[src/design/scc_pkg.sv]
// ----------------------------------------------------------------------------
// scc_pkg - system control coprocessor shared definitions
// Item types, register addresses, fixed ID words and the TCM size helper.
// ----------------------------------------------------------------------------
package scc_pkg;

  // Fixed words and masks
  localparam logic [31:0] MAIN_ID_WORD    = 32'h4105_9461;
  localparam logic [31:0] CACHE_TYPE_WORD = 32'h0F0D_2112;
  localparam logic [31:0] CTRL_WMASK      = 32'h000F_F085;
  localparam logic [31:0] CTRL_RESET      = 32'h0000_0078;
  localparam logic [31:0] TCM_BASE_MASK   = 32'hFFFF_F000;
  localparam logic [31:0] TCM_MIN_SIZE    = 32'h0000_1000;
  localparam logic [31:0] TCM_UNIT_SIZE   = 32'h0000_0200;
  localparam logic [4:0]  TCM_FIELD_LIMIT = 5'd22;

  // Control bit positions
  localparam int unsigned CTRL_VEC_HIGH_BIT = 13;
  localparam int unsigned CTRL_DTCM_EN_BIT  = 16;
  localparam int unsigned CTRL_DTCM_LD_BIT  = 17;
  localparam int unsigned CTRL_ITCM_EN_BIT  = 18;
  localparam int unsigned CTRL_ITCM_LD_BIT  = 19;

  // Register address as {crn, crm, opc2}
  typedef logic [10:0] addr_t;
  localparam addr_t ADDR_MAIN_ID    = {4'd0,  4'd0, 3'd0};
  localparam addr_t ADDR_CACHE_TYPE = {4'd0,  4'd0, 3'd1};
  localparam addr_t ADDR_CTRL       = {4'd1,  4'd0, 3'd0};
  localparam addr_t ADDR_DTCM       = {4'd9,  4'd1, 3'd0};
  localparam addr_t ADDR_ITCM       = {4'd9,  4'd1, 3'd1};
  localparam addr_t ADDR_WFI_A      = {4'd7,  4'd0, 3'd4};
  localparam addr_t ADDR_WFI_B      = {4'd7,  4'd8, 3'd2};
  localparam addr_t ADDR_TRACE_A    = {4'd13, 4'd0, 3'd1};
  localparam addr_t ADDR_TRACE_B    = {4'd13, 4'd1, 3'd1};

  typedef enum logic [2:0] {
    ACC_MAIN_ID,
    ACC_CACHE_TYPE,
    ACC_CTRL,
    ACC_DTCM,
    ACC_ITCM,
    ACC_WFI,
    ACC_TRACE,
    ACC_UNKNOWN
  } acc_e;

  typedef enum logic {
    REQ_READ  = 1'b0,
    REQ_WRITE = 1'b1
  } req_type_e;

  typedef struct packed {
    logic        req_type;
    logic [3:0]  crn;
    logic [3:0]  crm;
    logic [2:0]  opc2;
    logic [31:0] write_data;
  } req_t;

  typedef struct packed {
    logic [31:0] rdata;
    logic        exception_base_high;
    logic        dtcm_read_en;
    logic        dtcm_write_en;
    logic        itcm_read_en;
    logic        itcm_write_en;
    logic        remap_valid;
    logic [31:0] remap_start;
    logic [31:0] remap_end;
    logic        halt_request;
    logic        unknown_access;
    logic        last;
  } rsp_t;

  // Architectural state
  typedef struct packed {
    logic [31:0] ctrl;
    logic [31:0] dtcm;
    logic [31:0] itcm;
    logic [31:0] trace;
  } state_t;

  // Register updates from the execute logic
  typedef struct packed {
    logic        ctrl_we;
    logic        dtcm_we;
    logic        itcm_we;
    logic        trace_we;
    logic [31:0] ctrl_val;
    logic [31:0] wdata;
  } upd_t;

  // TCM size: 512 << field, floor of 4 KB, fields of 22 and up give 4 KB
  function automatic logic [31:0] tcm_size(input logic [31:0] word);
    logic [4:0]  f;
    logic [31:0] s;
    f = word[5:1];
    s = TCM_UNIT_SIZE << f;
    if (f >= TCM_FIELD_LIMIT || s < TCM_MIN_SIZE) begin
      s = TCM_MIN_SIZE;
    end
    return s;
  endfunction

endpackage

[src/design/scc_if.sv]
// ----------------------------------------------------------------------------
// scc_if - request and response channels
// Valid/ready channels carrying one access item or one result item.
// ----------------------------------------------------------------------------
interface scc_req_if;
  import scc_pkg::*;
  logic valid;
  logic ready;
  req_t data;
  modport source (output valid, output data, input ready);
  modport sink   (input valid, input data, output ready);
endinterface

interface scc_rsp_if;
  import scc_pkg::*;
  logic valid;
  logic ready;
  rsp_t data;
  modport source (output valid, output data, input ready);
  modport sink   (input valid, input data, output ready);
endinterface

[src/design/scc_regfile.sv]
// ----------------------------------------------------------------------------
// scc_regfile - coprocessor state registers
// Holds control, TCM region and trace process ID words; commits updates.
// ----------------------------------------------------------------------------
module scc_regfile (
  input  logic            clk_i,
  input  logic            rst_ni,
  input  logic            commit_i,
  input  scc_pkg::upd_t   upd_i,
  output scc_pkg::state_t state_o
);
  import scc_pkg::*;

  state_t state_q;
  state_t state_d;

  // Next state from the write enables
  always_comb begin
    state_d = state_q;
    if (commit_i) begin
      if (upd_i.ctrl_we)  state_d.ctrl  = upd_i.ctrl_val;
      if (upd_i.dtcm_we)  state_d.dtcm  = upd_i.wdata;
      if (upd_i.itcm_we)  state_d.itcm  = upd_i.wdata;
      if (upd_i.trace_we) state_d.trace = upd_i.wdata;
    end
  end

  always_ff @(posedge clk_i or negedge rst_ni) begin
    if (!rst_ni) begin
      state_q.ctrl  <= CTRL_RESET;
      state_q.dtcm  <= '0;
      state_q.itcm  <= '0;
      state_q.trace <= '0;
    end else begin
      state_q <= state_d;
    end
  end

  assign state_o = state_q;

endmodule

[src/design/scc_exec.sv]
// ----------------------------------------------------------------------------
// scc_exec - access decode and result formation
// Decodes the held access, forms the result for the current beat and the
// register updates.
// ----------------------------------------------------------------------------
module scc_exec (
  input  scc_pkg::req_t   req_i,
  input  logic            beat_i,
  input  scc_pkg::state_t state_i,
  output scc_pkg::rsp_t   rsp_o,
  output scc_pkg::upd_t   upd_o
);
  import scc_pkg::*;

  acc_e        acc;
  logic        is_wr;
  logic [31:0] ctrl_merged;
  logic [31:0] ctrl_eff;
  logic [31:0] dsz_old;
  logic [31:0] dsz_new;
  logic [31:0] isz_old;
  logic [31:0] isz_new;
  logic [31:0] dbase_old;
  logic [31:0] dbase_new;

  // Address decode
  always_comb begin
    unique case ({req_i.crn, req_i.crm, req_i.opc2})
      ADDR_MAIN_ID:               acc = ACC_MAIN_ID;
      ADDR_CACHE_TYPE:            acc = ACC_CACHE_TYPE;
      ADDR_CTRL:                  acc = ACC_CTRL;
      ADDR_DTCM:                  acc = ACC_DTCM;
      ADDR_ITCM:                  acc = ACC_ITCM;
      ADDR_WFI_A, ADDR_WFI_B:     acc = ACC_WFI;
      ADDR_TRACE_A, ADDR_TRACE_B: acc = ACC_TRACE;
      default:                    acc = ACC_UNKNOWN;
    endcase
  end

  assign is_wr       = (req_i.req_type == REQ_WRITE);
  assign ctrl_merged = (state_i.ctrl & ~CTRL_WMASK) | (req_i.write_data & CTRL_WMASK);
  // flags follow control after this access
  assign ctrl_eff    = (is_wr && acc == ACC_CTRL) ? ctrl_merged : state_i.ctrl;

  assign dsz_old   = tcm_size(state_i.dtcm);
  assign dsz_new   = tcm_size(req_i.write_data);
  assign isz_old   = tcm_size(state_i.itcm);
  assign isz_new   = tcm_size(req_i.write_data);
  assign dbase_old = state_i.dtcm & TCM_BASE_MASK;
  assign dbase_new = req_i.write_data & TCM_BASE_MASK;

  // Result and updates
  always_comb begin
    rsp_o                     = '0;
    rsp_o.last                = 1'b1;
    rsp_o.exception_base_high = ctrl_eff[CTRL_VEC_HIGH_BIT];
    rsp_o.dtcm_write_en       = ctrl_eff[CTRL_DTCM_EN_BIT];
    rsp_o.dtcm_read_en        = ctrl_eff[CTRL_DTCM_EN_BIT] & ~ctrl_eff[CTRL_DTCM_LD_BIT];
    rsp_o.itcm_write_en       = ctrl_eff[CTRL_ITCM_EN_BIT];
    rsp_o.itcm_read_en        = ctrl_eff[CTRL_ITCM_EN_BIT] & ~ctrl_eff[CTRL_ITCM_LD_BIT];

    upd_o          = '0;
    upd_o.ctrl_val = ctrl_merged;
    upd_o.wdata    = req_i.write_data;

    if (!is_wr) begin
      unique case (acc)
        ACC_MAIN_ID:    rsp_o.rdata = MAIN_ID_WORD;
        ACC_CACHE_TYPE: rsp_o.rdata = CACHE_TYPE_WORD;
        ACC_CTRL:       rsp_o.rdata = state_i.ctrl;
        ACC_DTCM:       rsp_o.rdata = state_i.dtcm;
        ACC_ITCM:       rsp_o.rdata = state_i.itcm;
        ACC_TRACE:      rsp_o.rdata = state_i.trace;
        default:        rsp_o.unknown_access = 1'b1;
      endcase
    end else begin
      unique case (acc)
        ACC_CTRL: begin
          // data TCM range, then instruction TCM range
          upd_o.ctrl_we     = 1'b1;
          rsp_o.remap_valid = 1'b1;
          if (!beat_i) begin
            rsp_o.remap_start = dbase_old;
            rsp_o.remap_end   = dbase_old + dsz_old;
            rsp_o.last        = 1'b0;
          end else begin
            rsp_o.remap_end   = isz_old;
          end
        end
        ACC_DTCM: begin
          // old area on the first beat, new area on the second
          upd_o.dtcm_we     = 1'b1;
          rsp_o.remap_valid = 1'b1;
          if (!beat_i) begin
            rsp_o.remap_start = dbase_old;
            rsp_o.remap_end   = dbase_old + dsz_old;
            rsp_o.last        = 1'b0;
          end else begin
            rsp_o.remap_start = dbase_new;
            rsp_o.remap_end   = dbase_new + dsz_new;
          end
        end
        ACC_ITCM: begin
          upd_o.itcm_we     = 1'b1;
          rsp_o.remap_valid = 1'b1;
          rsp_o.remap_end   = (isz_old > isz_new) ? isz_old : isz_new;
        end
        ACC_WFI:   rsp_o.halt_request = 1'b1;
        ACC_TRACE: upd_o.trace_we     = 1'b1;
        default:   rsp_o.unknown_access = 1'b1;
      endcase
    end
  end

endmodule

[src/design/system_control_coprocessor_regs_unit.sv]
// ----------------------------------------------------------------------------
// system_control_coprocessor_regs_unit - system control coprocessor registers
// Takes coprocessor register accesses and returns read data, control-derived
// flags, memory-map invalidate ranges and halt requests.
// ----------------------------------------------------------------------------
// Each access item is captured in an input register, decoded and executed in
// one pass of combinational logic, and its result items are placed in an
// output register, the result register, from which they are presented. Reads,
// trace ID, instruction TCM and wait-for-interrupt writes produce one result
// item, and a new access can be taken every cycle while the result side is not
// stalled. Control and data TCM writes produce two result items, both through
// the single result register, so such an access occupies the input register
// until its second result item enters the result register. A stalled result
// side stalls the request side once both registers are full. State is updated
// when the access's first result item enters the result register.
module system_control_coprocessor_regs_unit (
  input  logic      clk_i,
  input  logic      rst_ni,
  scc_req_if.sink   req_i,
  scc_rsp_if.source rsp_o
);
  import scc_pkg::*;

  logic   a_valid_q;
  logic   beat_q;
  req_t   a_req_q;
  logic   out_valid_q;
  rsp_t   out_q;

  logic   out_free;
  logic   a_fire;
  logic   a_done;
  logic   req_fire;
  rsp_t   exec_rsp;
  upd_t   exec_upd;
  state_t state;

  // Handshake
  assign out_free    = !out_valid_q || rsp_o.ready;
  assign a_fire      = a_valid_q && out_free;
  assign a_done      = a_fire && exec_rsp.last;
  assign req_i.ready = !a_valid_q || a_done;
  assign req_fire    = req_i.valid && req_i.ready;

  // Input register and beat counter
  always_ff @(posedge clk_i or negedge rst_ni) begin
    if (!rst_ni) begin
      a_valid_q <= 1'b0;
      beat_q    <= 1'b0;
    end else begin
      if (req_fire) begin
        a_valid_q <= 1'b1;
      end else if (a_done) begin
        a_valid_q <= 1'b0;
      end
      if (a_fire) begin
        beat_q <= !exec_rsp.last;
      end
    end
  end

  always_ff @(posedge clk_i) begin
    if (req_fire) begin
      a_req_q <= req_i.data;
    end
  end

  scc_exec u_exec (
    .req_i   (a_req_q),
    .beat_i  (beat_q),
    .state_i (state),
    .rsp_o   (exec_rsp),
    .upd_o   (exec_upd)
  );

  scc_regfile u_regfile (
    .clk_i    (clk_i),
    .rst_ni   (rst_ni),
    .commit_i (a_fire),
    .upd_i    (exec_upd),
    .state_o  (state)
  );

  // Result register
  always_ff @(posedge clk_i or negedge rst_ni) begin
    if (!rst_ni) begin
      out_valid_q <= 1'b0;
    end else if (out_free) begin
      out_valid_q <= a_valid_q;
    end
  end

  always_ff @(posedge clk_i) begin
    if (a_fire) begin
      out_q <= exec_rsp;
    end
  end

  assign rsp_o.valid = out_valid_q;
  assign rsp_o.data  = out_q;

  // Checks
  a_beat_held: assert property (@(posedge clk_i) disable iff (!rst_ni)
    beat_q |-> a_valid_q)
    else $error("second beat without a held access");

  a_first_beat_remap: assert property (@(posedge clk_i) disable iff (!rst_ni)
    (out_valid_q && !out_q.last) |-> out_q.remap_valid)
    else $error("non-final result without a remap range");

  a_unknown_zero: assert property (@(posedge clk_i) disable iff (!rst_ni)
    (out_valid_q && out_q.unknown_access) |->
      (out_q.rdata == '0 && !out_q.remap_valid && !out_q.halt_request))
    else $error("unknown access carries data");

  a_ctrl_hold: assert property (@(posedge clk_i) disable iff (!rst_ni)
    !a_fire |=> $stable(state.ctrl))
    else $error("control changed without an executed access");

endmodule
[src/flat_wrapper.sv]
// flat-port wrapper written by rule: the top's interface ports become plain ports
module system_control_coprocessor_regs_unit_flat import scc_pkg::*;
  (clk_i, rst_ni, req_i_valid, req_i_data, req_i_ready, rsp_o_valid, rsp_o_data, rsp_o_ready);
  scc_req_if req_i_i ();
  scc_rsp_if rsp_o_i ();
  input  logic clk_i;
  input  logic rst_ni;
  input wire logic [$bits(req_i_i.valid)-1:0] req_i_valid;
  input wire logic [$bits(req_i_i.data)-1:0] req_i_data;
  output wire logic [$bits(req_i_i.ready)-1:0] req_i_ready;
  output wire logic [$bits(rsp_o_i.valid)-1:0] rsp_o_valid;
  output wire logic [$bits(rsp_o_i.data)-1:0] rsp_o_data;
  input wire logic [$bits(rsp_o_i.ready)-1:0] rsp_o_ready;
  assign req_i_i.valid = req_i_valid;
  assign req_i_i.data = req_i_data;
  assign req_i_ready = req_i_i.ready;
  assign rsp_o_valid = rsp_o_i.valid;
  assign rsp_o_data = rsp_o_i.data;
  assign rsp_o_i.ready = rsp_o_ready;
  system_control_coprocessor_regs_unit u_core (.clk_i(clk_i), .rst_ni(rst_ni), .req_i(req_i_i), .rsp_o(rsp_o_i));
endmodule
[config.mk]
export PLATFORM = sky130hd
export DESIGN_NAME = system_control_coprocessor_regs_unit_flat
export DESIGN_NICKNAME = d
export VERILOG_FILES = /design/src/design/scc_pkg.sv /design/src/design/scc_if.sv /design/src/design/scc_regfile.sv /design/src/design/scc_exec.sv /design/src/design/system_control_coprocessor_regs_unit.sv /design/src/flat_wrapper.sv
export SDC_FILE = /design/constraint.sdc
export NUM_CORES = 1
export LEC_CHECK = 0
export BUFFER_PORTS_ARGS = -buffer_cell sky130_fd_sc_hd__buf_2
export CORE_MARGIN = 2
export CORE_UTILIZATION = 45
export DETAILED_ROUTE_END_ITERATION = 10
export PLACE_DENSITY = 0.73
export SKIP_LAST_GASP = 1
export SLEW_MARGIN = 20
export SYNTH_ARGS = -nofsm -noshare
export SYNTH_HDL_FRONTEND = slang
export SYNTH_HIERARCHICAL = 1
export SYNTH_SLANG_ARGS = --single-unit
export TNS_END_PERCENT = 20
[constraint.sdc]
create_clock -name clk_i -period 4 [get_ports clk_i]
set_input_delay 0.4 -clock clk_i [delete_from_list [all_inputs] [get_ports clk_i]]
set_output_delay 0.4 -clock clk_i [all_outputs]
set_load 0.02 [all_outputs]
# After elaboration in Yosys (flattened, before gate mapping)
# Index checks and enable logic that the tools add are counted.
[totals]
register_bits = 280
output_inout_bits = 107
word_cells = 107
[classes]
add_sub_neg = 2
n_lt_le_gt_ge = 7
n_eq_ne = 14
shifts = 3
muxes = 27
bitwise_logic = 5
n_reduce_logical = 25
[op_table]
columns = ["op", "n"]
rows = [
  ["$mux 32", 6],
  ["$pmux 32 s6", 1],
  ["$lt 32x13->1 const B", 3],
  ["$pmux 32 s3", 1],
  ["$shl 10x5->32 const A", 3],
  ["$add 32x32->32", 2],
  ["$mux 64", 1],
  ["$pmux 32 s2", 1],
  ["$eq 11x11->1 const B", 4],
  ["$gt 32x32->1", 1],
  ["$or 32x20->32", 1],
  ["$eq 11x10->1 const B", 2],
  ["$pmux 3 s7", 1],
  ["$mux 20", 1],
  ["$ge 5x5->1 const B", 3],
  ["$mux 1", 14],
  ["$eq 11x1->1 const B", 1],
  ["$eq 11x8->1 const B", 1],
  ["$logic_not 11->1", 1],
  ["$eq 3x3->1 const B", 3],
  ["$reduce_and 2->1", 4],
  ["$eq 3x2->1 const B", 2],
  ["$reduce_or 2->1", 3],
  ["$reduce_or 6->1", 1],
  ["11 further kinds", 22],
]

# Logic depth before layout (Yosys ltp)
# Gate-level depths: netlist (run 1).
[depth]
word_depth = 11
depth_mapped = 16

# Hierarchy
# Netlist (run 1), hierarchy kept.
[modules_own_cells]
columns = ["module", "instances", "cells_each", "area_per_inst_um2", "seq_area_each_um2"]
rows = [
  ["scc_exec", 1, 859, 5689.2, 0.0],
  ["scc_regfile", 1, 272, 4754.6, 3208.1],
  ["system_control_coprocessor_regs_unit", 1, 160, 4609.4, 4549.4],
]

# Least setup slack after synthesis (run 1)
# No wires, ideal clock.
[synth_path]
path_kind = "reg2reg"
start = "reg u_core.out_valid_q, in the netlist u_core/rsp_o.valid"
end = "reg u_core.u_regfile.state_q (netlist bit u_core/u_regfile/state_o[10])"
setup_time_ps = 125
arrival_ps = 4206
t_required_ps = 3875
setup_slack_ps = -331
path_stages_with_launch = 6
path_buffers = 1
path_cell_list = "dfrtp_1 nand2b_4 and2_1 nand2_1 buf_4 mux2_2"
[synth_between]
elab_chain_cells = 4
[synth_lines]
columns = ["element", "line", "rtl"]
rows = [
  ["start, declared", "system_control_coprocessor_regs_unit.sv:27", "logic out_valid_q;"],
  ["start signal, assigned", "system_control_coprocessor_regs_unit.sv:89", "out_valid_q <= a_valid_q;"],
  ["$logic_not 1->1", "system_control_coprocessor_regs_unit.sv:39", "assign out_free = !out_valid_q || rsp_o.ready;"],
  ["$logic_or 1x1->1", "system_control_coprocessor_regs_unit.sv:39", ""],
  ["$logic_and 1x1->1", "system_control_coprocessor_regs_unit.sv:40", "assign a_fire = a_valid_q && out_free;"],
  ["named net u_core.a_fire", "system_control_coprocessor_regs_unit.sv:31", "logic a_fire;"],
  ["$reduce_and 2->1 (no source line)", "n/a", ""],
  ["end signal, assigned", "scc_regfile.sv:35", "state_q <= state_d;"],
  ["end, declared", "scc_regfile.sv:14", "state_t state_q;"],
]
# The timed path passes the listed nets, and every way through them passes these cells.
# A chain may end at the register's enable or synchronous reset.

# Worst setup path after layout (run 1)
[layout_path]
start = "reg u_core/a_req_q[5] (netlist bit)"
end = "reg u_core.out_q (netlist bit u_core/rsp_o.data[33]), data pin"
[layout_between]
elab_chain_cells = 7
elab_cells_between_ends = 10
classes_between = "add/sub: 1; order compare: 3; shift: 1; mux: 4; reduce/logical: 1"
[layout_lines]
columns = ["element", "line", "rtl"]
rows = [
  ["start, declared", "system_control_coprocessor_regs_unit.sv:26", "req_t a_req_q;"],
  ["start signal, assigned", "system_control_coprocessor_regs_unit.sv:64", "a_req_q <= req_i.data;"],
  ["$shl 10x5->32", "scc_pkg.sv:98", "s = TCM_UNIT_SIZE << f;"],
  ["$lt 32x13->1", "scc_pkg.sv:99", "if (f >= TCM_FIELD_LIMIT || s < TCM_MIN_SIZE) begin"],
  ["$logic_or 1x1->1", "scc_pkg.sv:99", ""],
  ["$mux 32 (*)", "scc_pkg.sv:99", ""],
  ["$add 32x32->32 or $gt 32x32->1 (tied branches)", "scc_exec.sv:100, scc_exec.sv:106", ""],
  ["$mux 64 or $mux 32 (tied branches)", "scc_exec.sv:94, scc_exec.sv:106", ""],
  ["$pmux 32 s3 (*)", "scc_exec.sv:77", "unique case (acc)"],
  ["end signal, assigned", "system_control_coprocessor_regs_unit.sv:95", "out_q <= exec_rsp;"],
  ["end, declared", "system_control_coprocessor_regs_unit.sv:28", "rsp_t out_q;"],
]
# Every way passes the cells marked *; elsewhere a longest branch is shown, timed or not.

==> flow_metrics.tcl, run 1 <==
set metrics [dict create \
    status "completed" \
    num_rows 66 \
    slew_headroom_pct 33.8 \
    startpoint "u_core/a_req_q[5]" \
    first_iter_violations 1097 \
    nNetsFinal 1539 \
    max_stage_delay_ns 0.48 \
    crit_cells 14 \
    design_area_mm2 0.0172 \
    vias 10945 \
    synth_top_family_by_area "compound AO/OA/AOI/OAI gates" \
    clkSinkCount 280 \
    place.gp.congestion 0.946 \
    path_max_fanout 7 \
    critPathBufInv 3 \
    hold_viol_final 0 \
    clk_path_buf_depth 3 \
    rsz0062_at_grt "false" \
    synth_top_area_cell "edfxtp_1" \
    comb_power_share_pct 8.0 \
    drc_errors 0 \
    grt_pass1_vias 10685 \
    hp-start "req_i_data[31]" \
    antenna_found_initial 0 \
    avgSynthCellArea_um2 11.7 \
    end_kind "flip-flop" \
    worst_slew_pin_slew_ns 0.986 \
    yosys.area_share.simple_pct 10.5 \
    fp.dieW_um 187 \
    die_y_um 187 \
    setup_viol 0 \
    power.leakage_nw 7.75 \
    fin_ws_ns 0.216 \
    fin_skew_ns 0.0266 \
    fmax_ghz 0.264 \
    slowest_stage "edfxtp_1" \
    rr_startpoint "u_core/a_req_q[5]" \
    ir_worst_vdd_mv 0.356 \
    critPathRequiredTime_ns 4.28 \
    antennaDiodeCount 0 \
    cts-root-buf "clkbuf_16" \
    worstSetupPathType "reg -> reg" \
    drt_first_pass_iters 5 \
    async_flop_share_pct 46.8 \
    synth.area.top_cells "edfxtp_1 30%, dfrtp_1 21%, mux2_2 9.6%, buf_4 5.1%, ha_1 5.1%" \
    synth.top_cell.area_share_pct 29.7 \
    stdcell_count 1894 \
    clk_latency_ns 0.57 \
    ys_seq_area_share_pct 51.5 \
    wl_per_cell_um 21.7 \
    synth-edff-count 149 \
    synthCells 1291 \
    start_util_pct 46.0 \
    io_buffers 154 \
    dp.cells 1808 \
    finalSetupTns_ns 0 \
    io_pins 155 \
    overflow 0 \
    intPower_mw 5.00 \
    power_switching_mw 1.59 \
    switching_share_pct 24.1 \
    ys_types 85 \
    synthAdderAreaFrac_pct 5.34 \
    synth-seq-cells 280 \
    cp_top_family "compound AO/OA/AOI/OAI gates" \
    power_mw 6.58 \
    reg2regPathDepth 14 \
    worstPathArrival_ns 4.07 \
    grt_pass1_wl_um 63100 \
    synthFlopType "edfxtp_1" \
    die-area_mm2 0.0349 \
    maxCapViolCount 0 \
    grtUsageTotal_pct 23.3 \
    yosysWarningCount 6 \
    dp_hpwl_um 28300 \
    grt_max_degree 123 \
    power_density_mw_per_mm2 383 \
    cts_setup_buffers 0 \
    syn2layout_area_growth_pct 14.1 \
    synth_compound_area_share_pct 13.0 \
    core_area_mm2 0.0327 \
    whs_path_depth 1 \
    post-place-ws_ns 0.238 \
    h-tree-depth 1 \
    seq_power_share_pct 49.2 \
    wl_um 41100 \
    finalCritPeriodShare_pct 94.6 \
    critPathLaunchType "flip-flop" \
    post-route-min-period_ns 3.78 \
    crit_top_cell "inv_1" \
    synth-xor-area-share_pct 1.57 \
    yosys-mux-area-fraction_pct 10.4 \
    clkPwrFrac_pct 42.8 \
    cts_buffers 30 \
    hp-class "in -> reg" \
    netlist_area_mm2 0.0151 \
    dpl_cell_area_mm2 0.0158 \
    ant_nets 0 \
    cts.clk_slew.worst_paths_ns 0.06 \
    drive_gt1_share_pct 27.5 \
    cts_tree "yes" \
    crit_path_cell_trace "buf_4, o21ai_0, inv_1, ha_1, inv_1, fa_1, nor2b_1, o31ai_1, a21oi_1, a21o_1, a221o_1, xnor2_1, a221oi_1, o22ai_1" \
    final-max-slew-violation-count 0 \
    vias_per_cell 5.78 \
]
worst register-to-register path, cell delays in order, from the launching register on:
cell,delay (ns)
edfxtp_1,0.48
buf_4,0.21
o21ai_0,0.31
inv_1,0.14
ha_1,0.25
inv_1,0.08
fa_1,0.20
nor2b_1,0.06
o31ai_1,0.32
a21oi_1,0.25
a21o_1,0.26
a221o_1,0.34
xnor2_1,0.13
a221oi_1,0.32
o22ai_1,0.13
sequential cells by signal, summed over array words and instances, names as in the netlist:
signal / cells
u_core/u_regfile/state_o: 128
u_core/rsp_o.data: 105
u_core/a_req_q: 44
u_core/a_valid_q: 1
u_core/beat_q: 1
u_core/rsp_o.valid: 1
per-stage QoR:
| stage | utilization [%] | hold slack, ns |
|---|---|---|
| floorplan | - | 0.104 |
| global placement | 48.4 | 0.246 |
| detailed placement | 48.4 | 0.250 |
| CTS | 52.5 | 0.00315 |
| global route | 52.5 | 0.00263 |
| finish | 52.5 | 0.0242 |
routing by layer:
metal	wire length [um]	GRT usage (%)	up-vias
li1	-	-	4967
met1	17800	32.5	5379
met2	18500	36.3	510
met3	3180	4.05	89
met4	1560	8.91	0
met5	0	0	-
final timing paths:
| kind | end | slack [ns] |
|---|---|---|
| max | u_core/rsp_o.data[33] | 0.22 |
| min | u_core/a_req_q[31] | 0.02 |
| max reg2reg | u_core/rsp_o.data[33] | 0.22 |
| min reg2reg | u_core/u_regfile/state_o[29] | 0.50 |
| max in group asynchronous | u_core/u_regfile/state_o[17] | 2.88 |
| min in group asynchronous | u_core/beat_q | 0.23 |
cell usage in the layout, fill, tap and decap left out, drive strengths merged, types with 42 or more instances in the layout:
cell type,synthesis,layout
a21oi,69,69
buf,122,193
clkbuf,26,42
dfrtp,127,127
edfxtp,149,149
ha,61,61
inv,44,46
mux2,128,128
nand2,96,96
nor2,65,65
cells by family (layout without fill, tap and decap cells):
logic type               count (synthesis)  count (layout)
multiplexers                           140             140
AO/OA/AOI/OAI                          276             276
buffers and inverters                  192             323
other                                    2              32
AND/OR/NAND/NOR                        311             311
flip-flops                             280             280
XOR/XNOR                                27              27
adder cells (fa/ha/maj)                 63              63
cells in the mapped netlist (6+ instances only):
| library cell | count |
|---|---|
| edfxtp_1 | 149 |
| mux2_2 | 128 |
| dfrtp_1 | 127 |
| buf_4 | 102 |
| nand2_1 | 94 |
| a21oi_1 | 68 |
| nor2_1 | 65 |
| ha_1 | 61 |
| inv_1 | 43 |
| a22o_1 | 29 |
| clkbuf_1 | 26 |
| o21ai_0 | 26 |
| a31oi_1 | 24 |
| nand3_1 | 24 |
| nor3_1 | 22 |
| a21o_1 | 18 |
| buf_2 | 17 |
| nand2b_1 | 16 |
| xnor2_1 | 16 |
| a222oi_1 | 15 |
| a221oi_1 | 14 |
| a22oi_1 | 14 |
| o22ai_1 | 13 |
| and2_1 | 12 |
| mux2i_1 | 12 |
| or3_1 | 11 |
| xor2_1 | 11 |
| nor2b_1 | 10 |
| nor4_1 | 10 |
| nand3b_1 | 8 |
| nand4_1 | 8 |
| o21a_1 | 8 |
| a211oi_1 | 6 |
final cells by class:
class                      instances  area (um^2)
clock buffer                      42          868
inverter                          44          165
fill                            2897        15500
clock inverter                    14          161
timing repair buffer             223         1380
tap                              442          553
sequential                       280         7760
multi-input combinational        849         6300
power by group through the flow:
stage	clock, mW	combinational, mW	sequential [mW]
2_1_floorplan	0	0.265	3.35
3_3_place_gp	0	0.495	3.29
3_5_place_dp	0	0.497	3.30
4_1_cts	2.89	0.520	3.24
5_1_grt	3.00	0.566	3.25
6_report	2.82	0.524	3.24
what timing repair did:
item / in CTS / in global routing
setup endpoints to repair: 0 / 1
gates resized for setup: 0 / 1
hold buffers: 29 / 1
endpoints found under the hold margin: 37 / 1
(Power assumes the default switching activity.)
==> run 2, diff against run 1 <==
--- a/config.mk
+++ b/config.mk
@@ -5,8 +5,9 @@
 export SDC_FILE = /design/constraint.sdc
 export NUM_CORES = 1
 export LEC_CHECK = 0
+export ABC_AREA = 1
 export BUFFER_PORTS_ARGS = -buffer_cell sky130_fd_sc_hd__buf_2
-export CORE_MARGIN = 2
+export CORE_MARGIN = 3
 export CORE_UTILIZATION = 45
 export DETAILED_ROUTE_END_ITERATION = 10
 export PLACE_DENSITY = 0.73
==> run 2 against run 1 <==
  * Non-clock buffer count decreased by 2
  * Largest cell class unchanged
  * Sequential share of layout area down 4.0 points
  * Synthesized area rose by 12%
  * Global-route usage increased by 4.2 points
  * Critical path depth grew 7
  * First-iteration DRC count up 60%
  * Via count grew 37%
  * Clock power increased by 4%
  * Setup slack improved by 0.057 ns
  * Highest routed layer unchanged
  * Hold slack worse by 0.012 ns
==> flow_metrics.tcl, run 2 <==
set metrics [dict create \
    drc_errors 0 \
    fin_ws_ns 0.273 \
    clkSinkCount 280 \
    grt_pass1_vias 14132 \
    yosys.area_share.simple_pct 29.8 \
    grt_max_degree 160 \
    max_stage_delay_ns 0.57 \
    vias 14976 \
    finalSetupTns_ns 0 \
    io_pins 155 \
    ir_worst_vdd_mv 0.380 \
    fp.dieW_um 199 \
    slowest_stage "edfxtp_1" \
    io_buffers 154 \
    worstSetupPathType "reg -> reg" \
    setup_viol 0 \
    syn2layout_area_growth_pct 12.2 \
    async_flop_share_pct 46.8 \
    grtUsageTotal_pct 27.5 \
    reg2regPathDepth 21 \
    end_kind "flip-flop" \
    post-place-ws_ns 0.306 \
    hold_viol_final 0 \
    ys_types 61 \
    cts_buffers 31 \
    clk_latency_ns 0.61 \
    synth-seq-cells 280 \
    power.leakage_nw 9.34 \
    wl_um 55000 \
    clk_path_buf_depth 3 \
    worst_slew_pin_slew_ns 0.939 \
    overflow 0 \
    antennaDiodeCount 0 \
    rsz0062_at_grt "false" \
    crit_path_cell_trace "inv_1, nor3_1, inv_1, nor3_1, inv_1, ha_1, nand2_1, inv_1, nand3_1, inv_1, nand2_1, nand2_1, nand2_1, nand3_2, nand2_2, buf_4, nand2_1, nand3_1, nand3_1, nand2_1, inv_1" \
    hp-class "in -> reg" \
    final_common_cell "nand2_1" \
    antenna_found_initial 0 \
    drt_first_pass_iters 6 \
    synth-xor-area-share_pct 0.313 \
    maxCapViolCount 0 \
    post-route-min-period_ns 3.73 \
    core_area_mm2 0.0367 \
    num_rows 70 \
    netlist_area_mm2 0.0168 \
    yosysMostFrequentCell "nand2_1" \
    vias_per_cell 5.50 \
    largest_register_ffs 128 \
    finalCritPeriodShare_pct 93.2 \
    synthAdderAreaFrac_pct 4.78 \
    status "completed" \
    final_cell_mix "669 x nand2_1, 283 x nand3_1, 226 x inv_1" \
    synth.top_cell.area_share_pct 26.6 \
    start_util_pct 45.8 \
    cts.clk_slew.worst_paths_ns 0.07 \
    fmax_ghz 0.268 \
    power_density_mw_per_mm2 360 \
    synth-edff-count 149 \
    synth_compound_area_share_pct 6.89 \
    fin_skew_ns 0.0316 \
    startpoint "u_core/a_req_q[1]" \
    critPathLaunchType "flip-flop" \
    critPathCapture "u_core/rsp_o.data[30]" \
    h-tree-depth 1 \
    reg2reg_to "u_core/rsp_o.data[30]" \
    die-area_mm2 0.0397 \
    synth_top_area_cell "edfxtp_1" \
    grt_pass1_wl_um 83400 \
    avgSynthCellArea_um2 7.96 \
    worstPathArrival_ns 4.10 \
    slew_headroom_pct 37.2 \
    dp_hpwl_um 39000 \
    cts.repair.resized 0 \
    rr_startpoint "u_core/a_req_q[1]" \
    synth_top_family_by_area "simple AND/OR/NAND/NOR gates" \
    ys_top_cells_by_count "669 x nand2_1, 283 x nand3_1, 227 x inv_1" \
    whs_ns 0.0119 \
    final-max-slew-violation-count 0 \
    critPathRequiredTime_ns 4.37 \
    drive_gt1_share_pct 13.0 \
    synth.area.top_cells "edfxtp_1 27%, dfrtp_1 19%, nand2_1 15%, nand3_1 8.4%, inv_1 5.1%" \
    path_max_fanout 25 \
    cts-root-buf "clkbuf_16" \
    cts_tree "yes" \
    yosys-mux-area-fraction_pct 0 \
    die_y_um 199 \
    nNetsFinal 2340 \
    ant_nets 0 \
    wl_per_cell_um 20.2 \
    ys_seq_area_share_pct 46.2 \
    first_iter_violations 1751 \
    synthCells 2111 \
    synthFlopType "edfxtp_1" \
    yosysWarningCount 6 \
    reg2reg_slack_ns 0.27 \
    place.gp.congestion 0.978 \
]
run 2: cell count changes in the layout (fill, tap and decap cells not counted), moves of 17 or more:
cell	change
a21o_1	-17
a22o_1	-28
a31oi_1	-17
inv_1	+183
mux2_2	-128
nand2_1	+575
nand3_1	+259
nor2_1	+83
run 2: logic make-up (layout without fill, tap and decap cells):
| family | count (synthesis) | in the layout |
|---|---|---|
| simple gates | 1172 | 1172 |
| buf+inv | 403 | 515 |
| xor+xnor | 6 | 6 |
| other cells | 2 | 32 |
| fa+ha+maj | 63 | 63 |
| flops | 280 | 280 |
| compound gates | 185 | 185 |
run 2: worst min-delay path by stage:
stage                                            start                            to  slack [ns]  cells past startpoint
final                                    req_i_data[2]             u_core/a_req_q[2]        0.01                      1
after detailed placement  u_core/u_regfile/state_o[57]  u_core/u_regfile/state_o[57]        0.46                      2
after global placement    u_core/u_regfile/state_o[96]  u_core/u_regfile/state_o[96]        0.45                      2
after floorplan                                 rst_ni              u_core/a_valid_q        0.10                      0
after CTS                                req_i_data[2]             u_core/a_req_q[2]        0.01                      1
after global routing                     req_i_data[2]             u_core/a_req_q[2]       0.009                      1
run 2: worst max-delay path: cells and delay by family, from the launching register on:
kind                     cells  cell delay [ns]
buffers and inverters        7             0.88
AND/OR/NAND/NOR             13             1.71
adder cells (fa/ha/maj)      1             0.31
flip-flops                   1             0.57
run 2: area by class of cell:
| class | instances | area [um^2] |
|---|---|---|
| clock buffers | 33 | 793 |
| clock inverters | 24 | 243 |
| fillers | 3431 | 17800 |
| inverters | 237 | 907 |
| multi-input cells | 1458 | 7170 |
| flip-flops and latches | 280 | 7760 |
| well taps | 468 | 586 |
| repair buffers | 221 | 1410 |
run 2: where the power goes:
| part | internal, mW | switching [mW] |
|---|---|---|
| Clock | 1.70 | 1.23 |
| Sequential | 3.17 | 0.0935 |
| Combinational | 0.173 | 0.423 |
| Total | 5.04 | 1.75 |
run 2: routing by layer:
layer	share of wire [%]	up-vias	wire length (um)	global-route usage [%]
met4	3.9	0	2120	9.79
met1	42	7005	23200	38.2
met2	44	834	24300	42.8
li1	-	7024	-	-
met5	0	-	0	0
met3	9.8	113	5400	5.80
run 2: what timing repair did:
item,CTS,global route
setup buffers,0,0
hold buffers,43,0
hold endpoints to repair,109,0
run 2: per-stage QoR:
stage,cells,total power [mW],util (%),cell area (um^2)
2_1_floorplan,2141,3.68,-,16900
3_3_place_gp,2621,3.87,47.4,17400
3_5_place_dp,2621,3.88,47.4,17400
4_1_cts,2721,6.84,51.4,18900
5_1_grt,2721,7.03,51.4,18900
6_report,2721,6.79,51.4,18900
